### src/rtl/fhtc_pkg.sv
// Package for the file header type classifier: sizes, result codes,
// magic numbers and the substring patterns of the text tests. No dependencies.
package fhtc_pkg;

  localparam int unsigned HEADER_BYTES = 512;
  localparam int unsigned KEEP_BYTES   = 18;
  localparam int unsigned WIN_BYTES    = 9;
  localparam int unsigned PAT_COUNT    = 14;

  typedef logic [KEEP_BYTES-1:0][7:0] hdr_t;
  typedef logic [WIN_BYTES-1:0][7:0]  win_t;
  typedef logic [PAT_COUNT-1:0]       pat_t;

  typedef enum logic [4:0] {
    FC_DATA    = 5'd0,
    FC_MACHO64 = 5'd1,
    FC_MACHO32 = 5'd2,
    FC_FAT     = 5'd3,
    FC_ELF     = 5'd4,
    FC_AR      = 5'd5,
    FC_GZIP    = 5'd6,
    FC_BZIP2   = 5'd7,
    FC_XZ      = 5'd8,
    FC_PNG     = 5'd9,
    FC_JPEG    = 5'd10,
    FC_GIF     = 5'd11,
    FC_PDF     = 5'd12,
    FC_BASH    = 5'd13,
    FC_ZSH     = 5'd14,
    FC_PYTHON  = 5'd15,
    FC_PERL    = 5'd16,
    FC_RUBY    = 5'd17,
    FC_NODE    = 5'd18,
    FC_SCRIPT  = 5'd19,
    FC_XML     = 5'd20,
    FC_HTML    = 5'd21,
    FC_CSRC    = 5'd22,
    FC_JSON    = 5'd23,
    FC_MAKE    = 5'd24,
    FC_TEXT    = 5'd25
  } file_class_e;

  typedef enum logic [2:0] {
    CPU_ARM64   = 3'd0,
    CPU_X86_64  = 3'd1,
    CPU_ARM     = 3'd2,
    CPU_I386    = 3'd3,
    CPU_UNKNOWN = 3'd4
  } cpu_arch_e;

  typedef enum logic [2:0] {
    MK_OBJECT   = 3'd0,
    MK_EXECUTE  = 3'd1,
    MK_DYLIB    = 3'd2,
    MK_DYLINKER = 3'd3,
    MK_BUNDLE   = 3'd4,
    MK_DSYM     = 3'd5,
    MK_OTHER    = 3'd6
  } macho_kind_e;

  typedef enum logic [1:0] {
    EK_GENERIC = 2'd0,
    EK_EXEC    = 2'd1,
    EK_DYN     = 2'd2
  } elf_kind_e;

  typedef struct packed {
    file_class_e cls;
    cpu_arch_e   cpu;
    macho_kind_e kind;
    logic        elf_wide;
    elf_kind_e   elf_kind;
  } res_t;

  localparam logic [31:0] MAGIC_MACHO64    = 32'hfeedfacf;
  localparam logic [31:0] MAGIC_MACHO64_SW = 32'hcffaedfe;
  localparam logic [31:0] MAGIC_MACHO32    = 32'hfeedface;
  localparam logic [31:0] MAGIC_MACHO32_SW = 32'hcefaedfe;
  localparam logic [31:0] MAGIC_FAT        = 32'hcafebabe;
  localparam logic [31:0] MAGIC_FAT_SW     = 32'hbebafeca;
  localparam logic [31:0] MAGIC_ELF        = 32'h464c457f;
  localparam logic [31:0] MAGIC_PNG        = 32'h474e5089;
  localparam logic [15:0] MAGIC_GZIP       = 16'h8b1f;
  localparam logic [15:0] MAGIC_JPEG       = 16'hd8ff;
  localparam logic [31:0] CPU_ID_ARM64     = 32'h0100000c;
  localparam logic [31:0] CPU_ID_X86_64    = 32'h01000007;
  localparam logic [31:0] CPU_ID_ARM       = 32'h0000000c;
  localparam logic [31:0] CPU_ID_I386      = 32'h00000007;

  localparam logic [31:0] MFT_OBJECT   = 32'd1;
  localparam logic [31:0] MFT_EXECUTE  = 32'd2;
  localparam logic [31:0] MFT_DYLIB    = 32'd6;
  localparam logic [31:0] MFT_DYLINKER = 32'd7;
  localparam logic [31:0] MFT_BUNDLE   = 32'd8;
  localparam logic [31:0] MFT_DSYM     = 32'd10;

  localparam logic [15:0] ET_EXEC = 16'd2;
  localparam logic [15:0] ET_DYN  = 16'd3;

  // pattern flag positions
  localparam int unsigned PAT_SH      = 0;
  localparam int unsigned PAT_BASH    = 1;
  localparam int unsigned PAT_ZSH     = 2;
  localparam int unsigned PAT_PYTHON  = 3;
  localparam int unsigned PAT_PERL    = 4;
  localparam int unsigned PAT_RUBY    = 5;
  localparam int unsigned PAT_NODE    = 6;
  localparam int unsigned PAT_INCLUDE = 7;
  localparam int unsigned PAT_MAIN    = 8;
  localparam int unsigned PAT_COLON   = 9;
  localparam int unsigned PAT_COMMA   = 10;
  localparam int unsigned PAT_MAKE    = 11;
  localparam int unsigned PAT_ASSIGN  = 12;
  localparam int unsigned PAT_VAR     = 13;

  // last character sits in byte 0, matching the newest window byte
  localparam win_t PAT_TEXT [PAT_COUNT] = '{
    win_t'("/bin/sh"),  win_t'("/bin/bash"), win_t'("/bin/zsh"), win_t'("python"),
    win_t'("perl"),     win_t'("ruby"),      win_t'("node"),     win_t'("#include"),
    win_t'("int main"), win_t'(":"),         win_t'(","),        win_t'("make"),
    win_t'(":="),       win_t'("$(")
  };

  localparam logic [3:0] PAT_LEN [PAT_COUNT] = '{
    4'd7, 4'd9, 4'd8, 4'd6, 4'd4, 4'd4, 4'd4, 4'd8, 4'd8, 4'd1, 4'd1, 4'd4, 4'd2, 4'd2
  };

endpackage

### src/rtl/fhtc_classify.sv
// Final decision of the file header type classifier: magic numbers, Mach-O
// and ELF fields, text test and text kinds. Depends on fhtc_pkg.
module fhtc_classify #(
  parameter int unsigned HeaderBytes = fhtc_pkg::HEADER_BYTES
) (
  input  fhtc_pkg::hdr_t                   hdr_i,
  input  logic [$clog2(HeaderBytes+1)-1:0] cnt_i,
  input  logic [$clog2(HeaderBytes+1)-1:0] prn_i,
  input  logic                             nul_i,
  input  fhtc_pkg::pat_t                   seen_i,
  output fhtc_pkg::res_t                   res_o
);
  import fhtc_pkg::*;

  localparam int unsigned CntW = $clog2(HeaderBytes + 1);
  localparam int unsigned MulW = CntW + 7;

  logic [31:0]     magic;
  logic [31:0]     cpu_le;
  logic [31:0]     kind_le;
  logic [31:0]     cpu;
  logic [31:0]     kind;
  logic [63:0]     lead;
  logic [15:0]     etype;
  logic            swapped;
  logic            is_text;
  logic [MulW-1:0] prn_x100;
  logic [MulW-1:0] cnt_x91;
  file_class_e     text_cls;
  cpu_arch_e       cpu_code;
  macho_kind_e     kind_code;

  assign magic   = {hdr_i[3], hdr_i[2], hdr_i[1], hdr_i[0]};
  assign cpu_le  = {hdr_i[7], hdr_i[6], hdr_i[5], hdr_i[4]};
  assign kind_le = {hdr_i[15], hdr_i[14], hdr_i[13], hdr_i[12]};
  assign lead    = {hdr_i[0], hdr_i[1], hdr_i[2], hdr_i[3],
                    hdr_i[4], hdr_i[5], hdr_i[6], hdr_i[7]};
  assign etype   = {hdr_i[17], hdr_i[16]};
  assign swapped = (magic == MAGIC_MACHO64_SW) || (magic == MAGIC_MACHO32_SW);
  assign cpu     = swapped ? {hdr_i[4], hdr_i[5], hdr_i[6], hdr_i[7]} : cpu_le;
  assign kind    = swapped ? {hdr_i[12], hdr_i[13], hdr_i[14], hdr_i[15]} : kind_le;

  // floor(p*100/n) > 90 is p*100 >= n*91
  assign prn_x100 = MulW'(prn_i) * MulW'(100);
  assign cnt_x91  = MulW'(cnt_i) * MulW'(91);
  assign is_text  = !nul_i && (prn_x100 >= cnt_x91);

  always_comb begin
    case (cpu)
      CPU_ID_ARM64:  cpu_code = CPU_ARM64;
      CPU_ID_X86_64: cpu_code = CPU_X86_64;
      CPU_ID_ARM:    cpu_code = CPU_ARM;
      CPU_ID_I386:   cpu_code = CPU_I386;
      default:       cpu_code = CPU_UNKNOWN;
    endcase
    case (kind)
      MFT_OBJECT:   kind_code = MK_OBJECT;
      MFT_EXECUTE:  kind_code = MK_EXECUTE;
      MFT_DYLIB:    kind_code = MK_DYLIB;
      MFT_DYLINKER: kind_code = MK_DYLINKER;
      MFT_BUNDLE:   kind_code = MK_BUNDLE;
      MFT_DSYM:     kind_code = MK_DSYM;
      default:      kind_code = MK_OTHER;
    endcase
  end

  always_comb begin
    if (lead[63:48] == "#!") begin
      if (seen_i[PAT_SH] || seen_i[PAT_BASH]) text_cls = FC_BASH;
      else if (seen_i[PAT_ZSH])               text_cls = FC_ZSH;
      else if (seen_i[PAT_PYTHON])            text_cls = FC_PYTHON;
      else if (seen_i[PAT_PERL])              text_cls = FC_PERL;
      else if (seen_i[PAT_RUBY])              text_cls = FC_RUBY;
      else if (seen_i[PAT_NODE])              text_cls = FC_NODE;
      else                                    text_cls = FC_SCRIPT;
    end else if (cnt_i >= CntW'(5) && lead[63:24] == "<?xml") begin
      text_cls = FC_XML;
    end else if (cnt_i >= CntW'(6) &&
                 (lead[63:24] == "<html" || lead[63:24] == "<!DOC")) begin
      text_cls = FC_HTML;
    end else if (seen_i[PAT_INCLUDE] || seen_i[PAT_MAIN]) begin
      text_cls = FC_CSRC;
    end else if ((hdr_i[0] == "{" || hdr_i[0] == "[") &&
                 (seen_i[PAT_COLON] || seen_i[PAT_COMMA])) begin
      text_cls = FC_JSON;
    end else if (seen_i[PAT_MAKE] || seen_i[PAT_ASSIGN] || seen_i[PAT_VAR]) begin
      text_cls = FC_MAKE;
    end else begin
      text_cls = FC_TEXT;
    end
  end

  always_comb begin
    res_o = '{cls: FC_DATA, cpu: CPU_ARM64, kind: MK_OBJECT, elf_wide: 1'b0,
              elf_kind: EK_GENERIC};
    if (cnt_i < CntW'(4)) begin
      res_o.cls = FC_DATA;
    end else if (magic == MAGIC_MACHO64 || magic == MAGIC_MACHO64_SW) begin
      res_o.cls  = FC_MACHO64;
      res_o.cpu  = cpu_code;
      res_o.kind = kind_code;
    end else if (magic == MAGIC_MACHO32 || magic == MAGIC_MACHO32_SW) begin
      res_o.cls  = FC_MACHO32;
      res_o.cpu  = cpu_code;
      res_o.kind = kind_code;
    end else if (magic == MAGIC_FAT || magic == MAGIC_FAT_SW) begin
      res_o.cls = FC_FAT;
    end else if (magic == MAGIC_ELF) begin
      res_o.cls      = FC_ELF;
      res_o.elf_wide = (hdr_i[4] == 8'd2);
      res_o.elf_kind = (etype == ET_EXEC) ? EK_EXEC :
                       (etype == ET_DYN)  ? EK_DYN  : EK_GENERIC;
    end else if (cnt_i >= CntW'(8) && lead == {"!<arch>", 8'h0a}) begin
      res_o.cls = FC_AR;
    end else if (magic[15:0] == MAGIC_GZIP) begin
      res_o.cls = FC_GZIP;
    end else if (lead[63:40] == "BZh") begin
      res_o.cls = FC_BZIP2;
    end else if (cnt_i >= CntW'(6) && lead[63:24] == {8'hfd, "7zXZ"}) begin
      res_o.cls = FC_XZ;
    end else if (magic == MAGIC_PNG) begin
      res_o.cls = FC_PNG;
    end else if (magic[15:0] == MAGIC_JPEG) begin
      res_o.cls = FC_JPEG;
    end else if (lead[63:32] == "GIF8") begin
      res_o.cls = FC_GIF;
    end else if (lead[63:32] == "%PDF") begin
      res_o.cls = FC_PDF;
    end else if (is_text) begin
      res_o.cls = text_cls;
    end
  end

endmodule

### src/rtl/file_header_type_classifier.sv
// Top level of the file header type classifier: byte scanner state, input
// and result registers. Depends on fhtc_pkg and fhtc_classify.
//
// Usage: the file's leading bytes arrive in order on the input channel
// (byte_value_i, last_byte_i, in_valid_i, in_stall_o), one byte per request.
// The byte flagged last_byte_i closes the file and yields one result request
// on the output channel (file_class_o, cpu_arch_o, macho_kind_o, elf_wide_o,
// elf_kind_o, out_valid_o, out_stall_i); other bytes yield none.
// Bytes after the first HeaderBytes of a file are ignored apart from their
// last flag. All scan state clears after the closing byte, so the next file
// may follow at once.
// The closing byte goes through the input register, then its result into the
// result register. Throughput: one byte per cycle while the input does not
// stall; each byte updates counters, the 9-byte window and the match flags.
// Reset clears the valid flags of both registers and all scan state; no result is pending.
// A stalled result holds; bytes of the next file are still taken until a
// second closing byte meets the occupied result register, which then stalls
// the input.
module file_header_type_classifier #(
  parameter int unsigned HeaderBytes = fhtc_pkg::HEADER_BYTES
) (
  input  logic       clk_i,
  input  logic       rst_ni,
  input  logic       in_valid_i,
  output logic       in_stall_o,
  input  logic [7:0] byte_value_i,
  input  logic       last_byte_i,
  output logic       out_valid_o,
  input  logic       out_stall_i,
  output logic [4:0] file_class_o,
  output logic [2:0] cpu_arch_o,
  output logic [2:0] macho_kind_o,
  output logic       elf_wide_o,
  output logic [1:0] elf_kind_o
);
  import fhtc_pkg::*;

  localparam int unsigned CntW = $clog2(HeaderBytes + 1);

  logic            a_valid_q;
  logic            a_last_q;
  logic [7:0]      a_byte_q;
  logic            adv;
  logic            fire;
  logic            take;

  logic [CntW-1:0] cnt_q, cnt_d;
  logic [CntW-1:0] prn_q, prn_d;
  logic            nul_q, nul_d;
  hdr_t            hdr_q, hdr_d;
  win_t            win_q, win_d;
  pat_t            seen_q, seen_d;
  logic            hit;

  res_t            res;
  res_t            out_q;
  logic            out_valid_q;

  assign adv        = !a_valid_q || !a_last_q || !out_valid_q || !out_stall_i;
  assign fire       = a_valid_q && adv;
  assign in_stall_o = !adv;

  always_ff @(posedge clk_i or negedge rst_ni) begin
    if (!rst_ni) begin
      a_valid_q <= 1'b0;
      a_last_q  <= 1'b0;
    end else if (adv) begin
      a_valid_q <= in_valid_i;
      a_last_q  <= in_valid_i && last_byte_i;
    end
  end

  always_ff @(posedge clk_i) begin
    if (adv && in_valid_i) begin
      a_byte_q <= byte_value_i;
    end
  end

  // scan update for the byte in the input register
  assign take = (cnt_q < CntW'(HeaderBytes));

  always_comb begin
    cnt_d  = cnt_q;
    prn_d  = prn_q;
    nul_d  = nul_q;
    hdr_d  = hdr_q;
    win_d  = win_q;
    seen_d = seen_q;
    hit    = 1'b0;
    if (take) begin
      for (int unsigned i = 0; i < KEEP_BYTES; i++) begin
        if (cnt_q == CntW'(i)) begin
          hdr_d[i] = a_byte_q;
        end
      end
      cnt_d = cnt_q + CntW'(1);
      if ((a_byte_q >= 8'h20 && a_byte_q <= 8'h7e) || a_byte_q == 8'h0a ||
          a_byte_q == 8'h0d || a_byte_q == 8'h09) begin
        prn_d = prn_q + CntW'(1);
      end else if (a_byte_q == 8'h00) begin
        nul_d = 1'b1;
      end
      win_d = {win_q[WIN_BYTES-2:0], a_byte_q};
      for (int unsigned k = 0; k < PAT_COUNT; k++) begin
        hit = (cnt_d >= CntW'(PAT_LEN[k]));
        for (int unsigned i = 0; i < WIN_BYTES; i++) begin
          if (i < PAT_LEN[k] && win_d[i] != PAT_TEXT[k][i]) begin
            hit = 1'b0;
          end
        end
        if (hit) begin
          seen_d[k] = 1'b1;
        end
      end
    end
  end

  fhtc_classify #(
    .HeaderBytes(HeaderBytes)
  ) u_classify (
    .hdr_i (hdr_d),
    .cnt_i (cnt_d),
    .prn_i (prn_d),
    .nul_i (nul_d),
    .seen_i(seen_d),
    .res_o (res)
  );

  always_ff @(posedge clk_i or negedge rst_ni) begin
    if (!rst_ni) begin
      cnt_q  <= '0;
      prn_q  <= '0;
      nul_q  <= 1'b0;
      hdr_q  <= '0;
      win_q  <= '0;
      seen_q <= '0;
    end else if (fire) begin
      if (a_last_q) begin
        cnt_q  <= '0;
        prn_q  <= '0;
        nul_q  <= 1'b0;
        hdr_q  <= '0;
        win_q  <= '0;
        seen_q <= '0;
      end else begin
        cnt_q  <= cnt_d;
        prn_q  <= prn_d;
        nul_q  <= nul_d;
        hdr_q  <= hdr_d;
        win_q  <= win_d;
        seen_q <= seen_d;
      end
    end
  end

  always_ff @(posedge clk_i or negedge rst_ni) begin
    if (!rst_ni) begin
      out_valid_q <= 1'b0;
    end else if (fire && a_last_q) begin
      out_valid_q <= 1'b1;
    end else if (!out_stall_i) begin
      out_valid_q <= 1'b0;
    end
  end

  always_ff @(posedge clk_i) begin
    if (fire && a_last_q) begin
      out_q <= res;
    end
  end

  assign out_valid_o  = out_valid_q;
  assign file_class_o = out_q.cls;
  assign cpu_arch_o   = out_q.cpu;
  assign macho_kind_o = out_q.kind;
  assign elf_wide_o   = out_q.elf_wide;
  assign elf_kind_o   = out_q.elf_kind;

endmodule
### config.mk
export PLATFORM = sky130hd
export DESIGN_NAME = file_header_type_classifier
export DESIGN_NICKNAME = d
export VERILOG_FILES = /design/src/rtl/fhtc_pkg.sv /design/src/rtl/fhtc_classify.sv /design/src/rtl/file_header_type_classifier.sv
export SDC_FILE = /design/constraint.sdc
export NUM_CORES = 1
export LEC_CHECK = 0
export BUFFER_PORTS_ARGS = -buffer_cell sky130_fd_sc_hd__buf_2
export CAP_MARGIN = 20
export CORE_UTILIZATION = 32
export DETAILED_ROUTE_END_ITERATION = 12
export SLEW_MARGIN = 10
export SYNTH_ARGS = -nofsm -noshare
export SYNTH_HDL_FRONTEND = slang
export SYNTH_SLANG_ARGS = --single-unit
### constraint.sdc
create_clock -name clk_i -period 14 [get_ports clk_i]
set_input_delay 2.8 -clock clk_i [delete_from_list [all_inputs] [get_ports clk_i]]
set_output_delay 2.8 -clock clk_i [all_outputs]
set_load 0.01 [all_outputs]
### Word-level counts from Yosys, hierarchy flattened

Index checks and enable logic that the tools add are counted.

* flip-flop bits (word level): 236
* output and inout bits: 16

* $add $sub $neg: 2
* $mul: 2
* $lt $le $gt $ge: 15
* eq/ne operators: 108
* multiplexer cells: 162
* bitwise logic cells: 2
* reduce and logical (&&, ||, !) cells: 44

Operator list (count)
* != test 8 x 7 -> 1 bit (second input constant): 39
* 2-to-1 mux 144 bit: 2
* == test 32 bit (second input constant): 6
* 2-to-1 mux 8 bit: 18
* 2-to-1 mux 64 bit: 2
* == test 40 x 38 -> 1 bit (second input constant): 3
* != test 8 x 6 -> 1 bit (second input constant): 14
* 2-to-1 mux 1 bit: 104
* == test 32 x 3 -> 1 bit (second input constant): 3
* == test 32 x 31 -> 1 bit (second input constant): 3
* == test 32 x 4 -> 1 bit (second input constant): 3
* == test 10 x 4 -> 1 bit (second input constant): 8
* == test 32 x 25 -> 1 bit (second input constant): 2
* == test 64 x 62 -> 1 bit (second input constant): 1
* 2-to-1 mux 32 bit: 2
* greater-or-equal comparator 10 x 3 -> 1 bit (second input constant): 5
* 2-to-1 mux 10 bit: 5
* 2-to-1 mux 5 bit: 10
* == test 10 x 3 -> 1 bit (second input constant): 4
* == test 40 bit (second input constant): 1
* == test 16 bit (second input constant): 2
* == test 16 x 2 -> 1 bit (second input constant): 2
* == test 32 x 1 -> 1 bit (second input constant): 1
* == test 32 x 2 -> 1 bit (second input constant): 1
* other kinds (43): 94

### Depth between registers and ports, before layout

* word-level depth: 35
* depth in mapped cells: 34
* mapped depth without buffers: 32

### Modules after synthesis

Synthesis repeated with hierarchy kept, for this count alone.

* cells, all modules: 2055
* area, all modules: 19200.9 um2

By module, submodules not included
* file_header_type_classifier: instances 1, cells each 1453, area each 14621.5 um2
* fhtc_classify: instances 1, cells each 602, area each 4579.4 um2

### Least setup slack after synthesis

OpenSTA, ideal clock, no wires.

* path type: register -> register
* start: register cnt_q[9]
* end: register out_q, in the netlist file_class_o[1] (data pin)
* arrival: 7.100 ns
* required time: 13.745 ns
* slack: 6.646 ns
* stages on the path, launching flop included: 33
* period minus slack after synthesis: 7.354 ns
* path through: dfrtp_1 > buf_1 > clkbuf_1 > clkbuf_1 > mux2i_1 > inv_1 > ha_1 > inv_1 > fa_1 > inv_1 > fa_1 > inv_1 > fa_1 > inv_1 > ha_1 > inv_1 > o21bai_1 > a211o_1 > o41ai_1 > o21bai_1 > a21oi_1 > xor2_1 > ha_1 > and4_1 > and2_1 > a221oi_1 > o211ai_1 > o211ai_1 > or2_2 > or3_1 > a21oi_1 > o21a_1 > o21ba_1

* cells in the longest elaborated chain, start to end: 30
* elaborated cells between the ends (all ways): 171
* classes of those cells: 1 x add/sub; 2 x mul; 12 x order compare; 28 x eq/ne; 111 x mux; 17 x reduce/logical

RTL lines
* start, declared: line file_header_type_classifier.sv:47 `logic [CntW-1:0] cnt_q, cnt_d;`
* start signal, assigned: line file_header_type_classifier.sv:146 `cnt_q <= cnt_d;`
* branches (longest 30 deep; another with multiplier 10 x 7 -> 17 bit)
* end signal, assigned: line file_header_type_classifier.sv:168 `out_q <= res;`
* end, declared: line file_header_type_classifier.sv:56 `res_t out_q;`

Parallel ways; which one is timed is not known. The select of a mux whose other input is x is not followed.
A chain may end at the register's enable or synchronous reset.

### Worst setup path in the final report

* start: register a_byte_q[4]
* end: register out_q, in the netlist file_class_o[1] (data pin)

* cells in the longest elaborated chain, start to end: 29
* elaborated cells between the ends (all ways): 169
* classes of those cells: 1 x mul; 3 x order compare; 31 x eq/ne; 113 x mux; 21 x reduce/logical

RTL lines
* start, declared: line file_header_type_classifier.sv:42 `logic [7:0] a_byte_q;`
* start signal, assigned: line file_header_type_classifier.sv:75 `a_byte_q <= byte_value_i;`
* branches (longest 29 deep; another with greater-or-equal comparator 17 bit)

Parallel ways; which one is timed is not known. The select of a mux whose other input is x is not followed.

==> results.cfg <==
[critical_path]
worst-path-max-fanout = 33
worstPathBufferInverterCount = 3
timing.critical_path.slowest_cell_delay_ns = 0.59
critical-path-top-cell-by-count = ha_1
arrival_ns = 8.68
worstSetupPathDepth = 33
worst_r2r_path_depth = 33
worst_path_max_delay_cell = nor2_1
start_kind = flip-flop
worst_setup_path_startpoint = a_byte_q[4]$_DFFE_PP_
cp_top_family = compound AO/OA/AOI/OAI gates
regToRegStartpoint = a_byte_q[4]$_DFFE_PP_
critPathRequiredTime_ns = 14.30
timing.critical_path.to_type = flip-flop
worst-setup-path-type = reg -> reg

[floorplan]
die_width_um = 231
number_of_top_level_pins = 29
fp.dieArea_um2 = 53200
floorplan.core_area_um2 = 51500
starting_density_of_the_core_pct = 32.5
die_height_um = 231
row_count = 83

[sta]
final_critical_path_time_including_i_o_delays_and_setup_ns = 8.38
fin_setup_tns_ns = 0
final.period_utilization_pct = 59.8
final_max_slew_viol_count = 0
timing.final.setup_violations = 0
max_freq_mhz = 119
finClkSkew_ns = 0.0165
timing.final.hold_violations = 0
unrepaired_setup_endpoints_after_global_routing = no
slew_headroom_pct = 21.2
worst_pin_slew_ns = 1.18

[clock_tree]
worst_skew_pair.late_latency_ns = 0.56
cts_max_level = 1
post-cts-setup-buffers = 0
clock_tree_from_tritoncts = built
numCtsBuffers = 26
post_cts_resize_count = 0
clkSlewWorstSetupHoldPaths_ns = 0.06
maximum_number_of_buffers_from_clock_root_to_sink = 3
cts-hold-fix-buffers = 0
cts_num_sinks = 236
cts.root.buffer_cell = clkbuf_16

[global_routing]
grt_pass1_vias = 14500
grt_antenna_before_repair = 0
grt_start_max_net_pins = 80
grt_first_pass_wirelength_um = 90400
globalRouteOverflowTotal = 0
globalRouteTotalUtil_pct = 21.9

[power]
fin_total_pwr_w = 0.00408
cellPowerDensity_nw_per_um2 = 221
ir_drop_uv = 228
static_leakage_nw = 8.00

[worst_hold_path]
min_from = hdr_q[41]$_DFFE_PN0P_
worstHoldPathType = reg -> reg
worstHoldPathCells = 1

[route]
drt_first_pass_iters = 6
detailroute.via_count = 14800
routed_wirelength_um = 59200
vias_per_cell = 5.90
drtIter0Drc = 1404
wl_per_cell_um = 23.6
drtAntennaViolNets = 0
drc = 0

[run_status]
status = complete, no violations

[placed_design]
place.gp.congestion = 1.01
hpwl_um = 43500
port_buffer_count = 28

[synthesis]
post_synthesis_net_count = 1958
ys_seq_elements = 236
synth-edff-count = 22
synth.distinct_cells = 88
seq_area_frac_synth_pct = 35.9
synthArstFlopShare_pct = 90.7
post_synth_instance_area_um2 = 16700
synth_cells = 1821
ys_dominant_reg_cell = dfrtp_1
synth.yosys.warnings = 0
avgSynthCellArea_um2 = 9.19

[layout]
finish.net_count = 1948
antenna_cells_inserted = 0
layout.cells.most_common = dfrtp_1
num-fill-cells = 5306
area_growth_syn_to_layout_pct = 10.4
drive_above_1_share_pct = 9.19
most-common-layout-cells = 213 x dfrtp_1, 138 x nor2_1, 137 x a22o_1, 136 x nand2_1, 103 x inv_1

[flow_run]
cap_viol_max_count = 0
==> synth_stat cells, drive strengths merged (28+ instances only) <==
master | instances | share of area [%]
a22o | 137 | 7.2
nand2 | 137 | 3.1
mux2i | 37 | 2.2
nand3 | 47 | 1.6
nand4 | 36 | 1.3
nand2b | 31 | 1.2
nor2 | 140 | 3.2
o21ai | 93 | 2.8
a21oi | 55 | 1.7
ha | 99 | 7.4
clkbuf | 73 | 1.6
nor3 | 50 | 1.6
dfrtp | 214 | 32
inv | 103 | 2.3
nor4 | 50 | 2.0
nor2b | 28 | 1.0
==> metrics by stage <==
| step | area, um2 | worst slack [ns] | util [%] | std cells | hold WS, ns |
|---|---|---|---|---|---|
| floorplan | 16700 | 6.65 | - | 1821 | 0.454 |
| global placement | 17600 | 5.75 | 34.2 | 2461 | 0.472 |
| detailed placement | 17600 | 5.59 | 34.2 | 2462 | 0.479 |
| CTS | 18500 | 5.57 | 35.8 | 2507 | 0.493 |
| global route | 18500 | 5.06 | 35.9 | 2508 | 0.510 |
| finish | 18500 | 5.62 | 35.9 | 2508 | 0.492 |
==> logic make-up (layout without fill, tap and decap cells) <==
| logic type | count (synthesis) | in the layout | share of synthesized area [%] |
|---|---|---|---|
| AO/OA/AOI/OAI | 461 | 461 | 20.1 |
| XOR/XNOR | 42 | 42 | 2.20 |
| adder cells (fa/ha/maj) | 124 | 124 | 10.4 |
| buffers and inverters | 204 | 211 | 4.79 |
| flip-flops | 236 | 236 | 35.9 |
| multiplexers | 48 | 48 | 2.98 |
| AND/OR/NAND/NOR | 706 | 706 | 23.6 |
==> final timing paths <==
kind	slack, ns	endpoint
hold reg to reg	0.49	hdr_q[41]$_DFFE_PN0P_
hold / removal	0.49	hdr_q[41]$_DFFE_PN0P_
setup / recovery	5.62	file_class_o[1]$_SDFFCE_PP0P_
max in group asynchronous	9.50	hdr_q[114]$_DFFE_PN0P_
min in group asynchronous	2.24	win_q[61]$_DFFE_PN0P_
setup reg to reg	5.62	file_class_o[1]$_SDFFCE_PP0P_
==> worst register-to-register path: cells and delay by family (launching register included) <==
kind | cells | cell delay, ns
and+or+nand+nor | 10 | 2.36
adders and majority gates | 5 | 1.67
DFF | 1 | 0.37
xor gates and xnor gates | 2 | 0.43
buffers and inverters | 3 | 0.39
AOI/OAI and AO/OA | 13 | 2.90
==> area by class of cell <==
| class | count | area, um2 | share of cell area, % |
|---|---|---|---|
| clock buffer | 38 | 736 | 3.98 |
| clock inverter | 7 | 125 | 0.677 |
| inverter | 104 | 390 | 2.11 |
| multi-input combinational | 1381 | 9950 | 53.8 |
| timing repair buffer | 62 | 409 | 2.21 |
| sequential | 236 | 6020 | 32.6 |
| tap | 680 | 851 | 4.61 |
==> state kept, by name (all words and copies together) (netlist names), 3 cells and up <==
signal,count
a_byte_q,8
cnt_q,10
cpu_arch_o,3
file_class_o,5
hdr_q,112
macho_kind_o,3
prn_q,10
seen_q,14
win_q,64
==> metal layers <==
layer | track usage (%) | wire length [um] | up-vias
met5 | 0 | 0 | -
met4 | 8.11 | 2350 | 0
met3 | 3.33 | 3450 | 129
met2 | 35.4 | 27200 | 536
met1 | 29.5 | 26300 | 7337
li1 | - | - | 6784
==> power breakdown <==
part	leakage (nW)	total, W	internal [W]	switching (W)
combinational	4.52	0.00245	0.00103	0.00142
clock	0.416	0.000704	0.000418	0.000285
sequential	3.06	0.000929	0.000796	0.000133
total	8.00	0.00408	0.00224	0.00184
(Power assumes the default switching activity.)
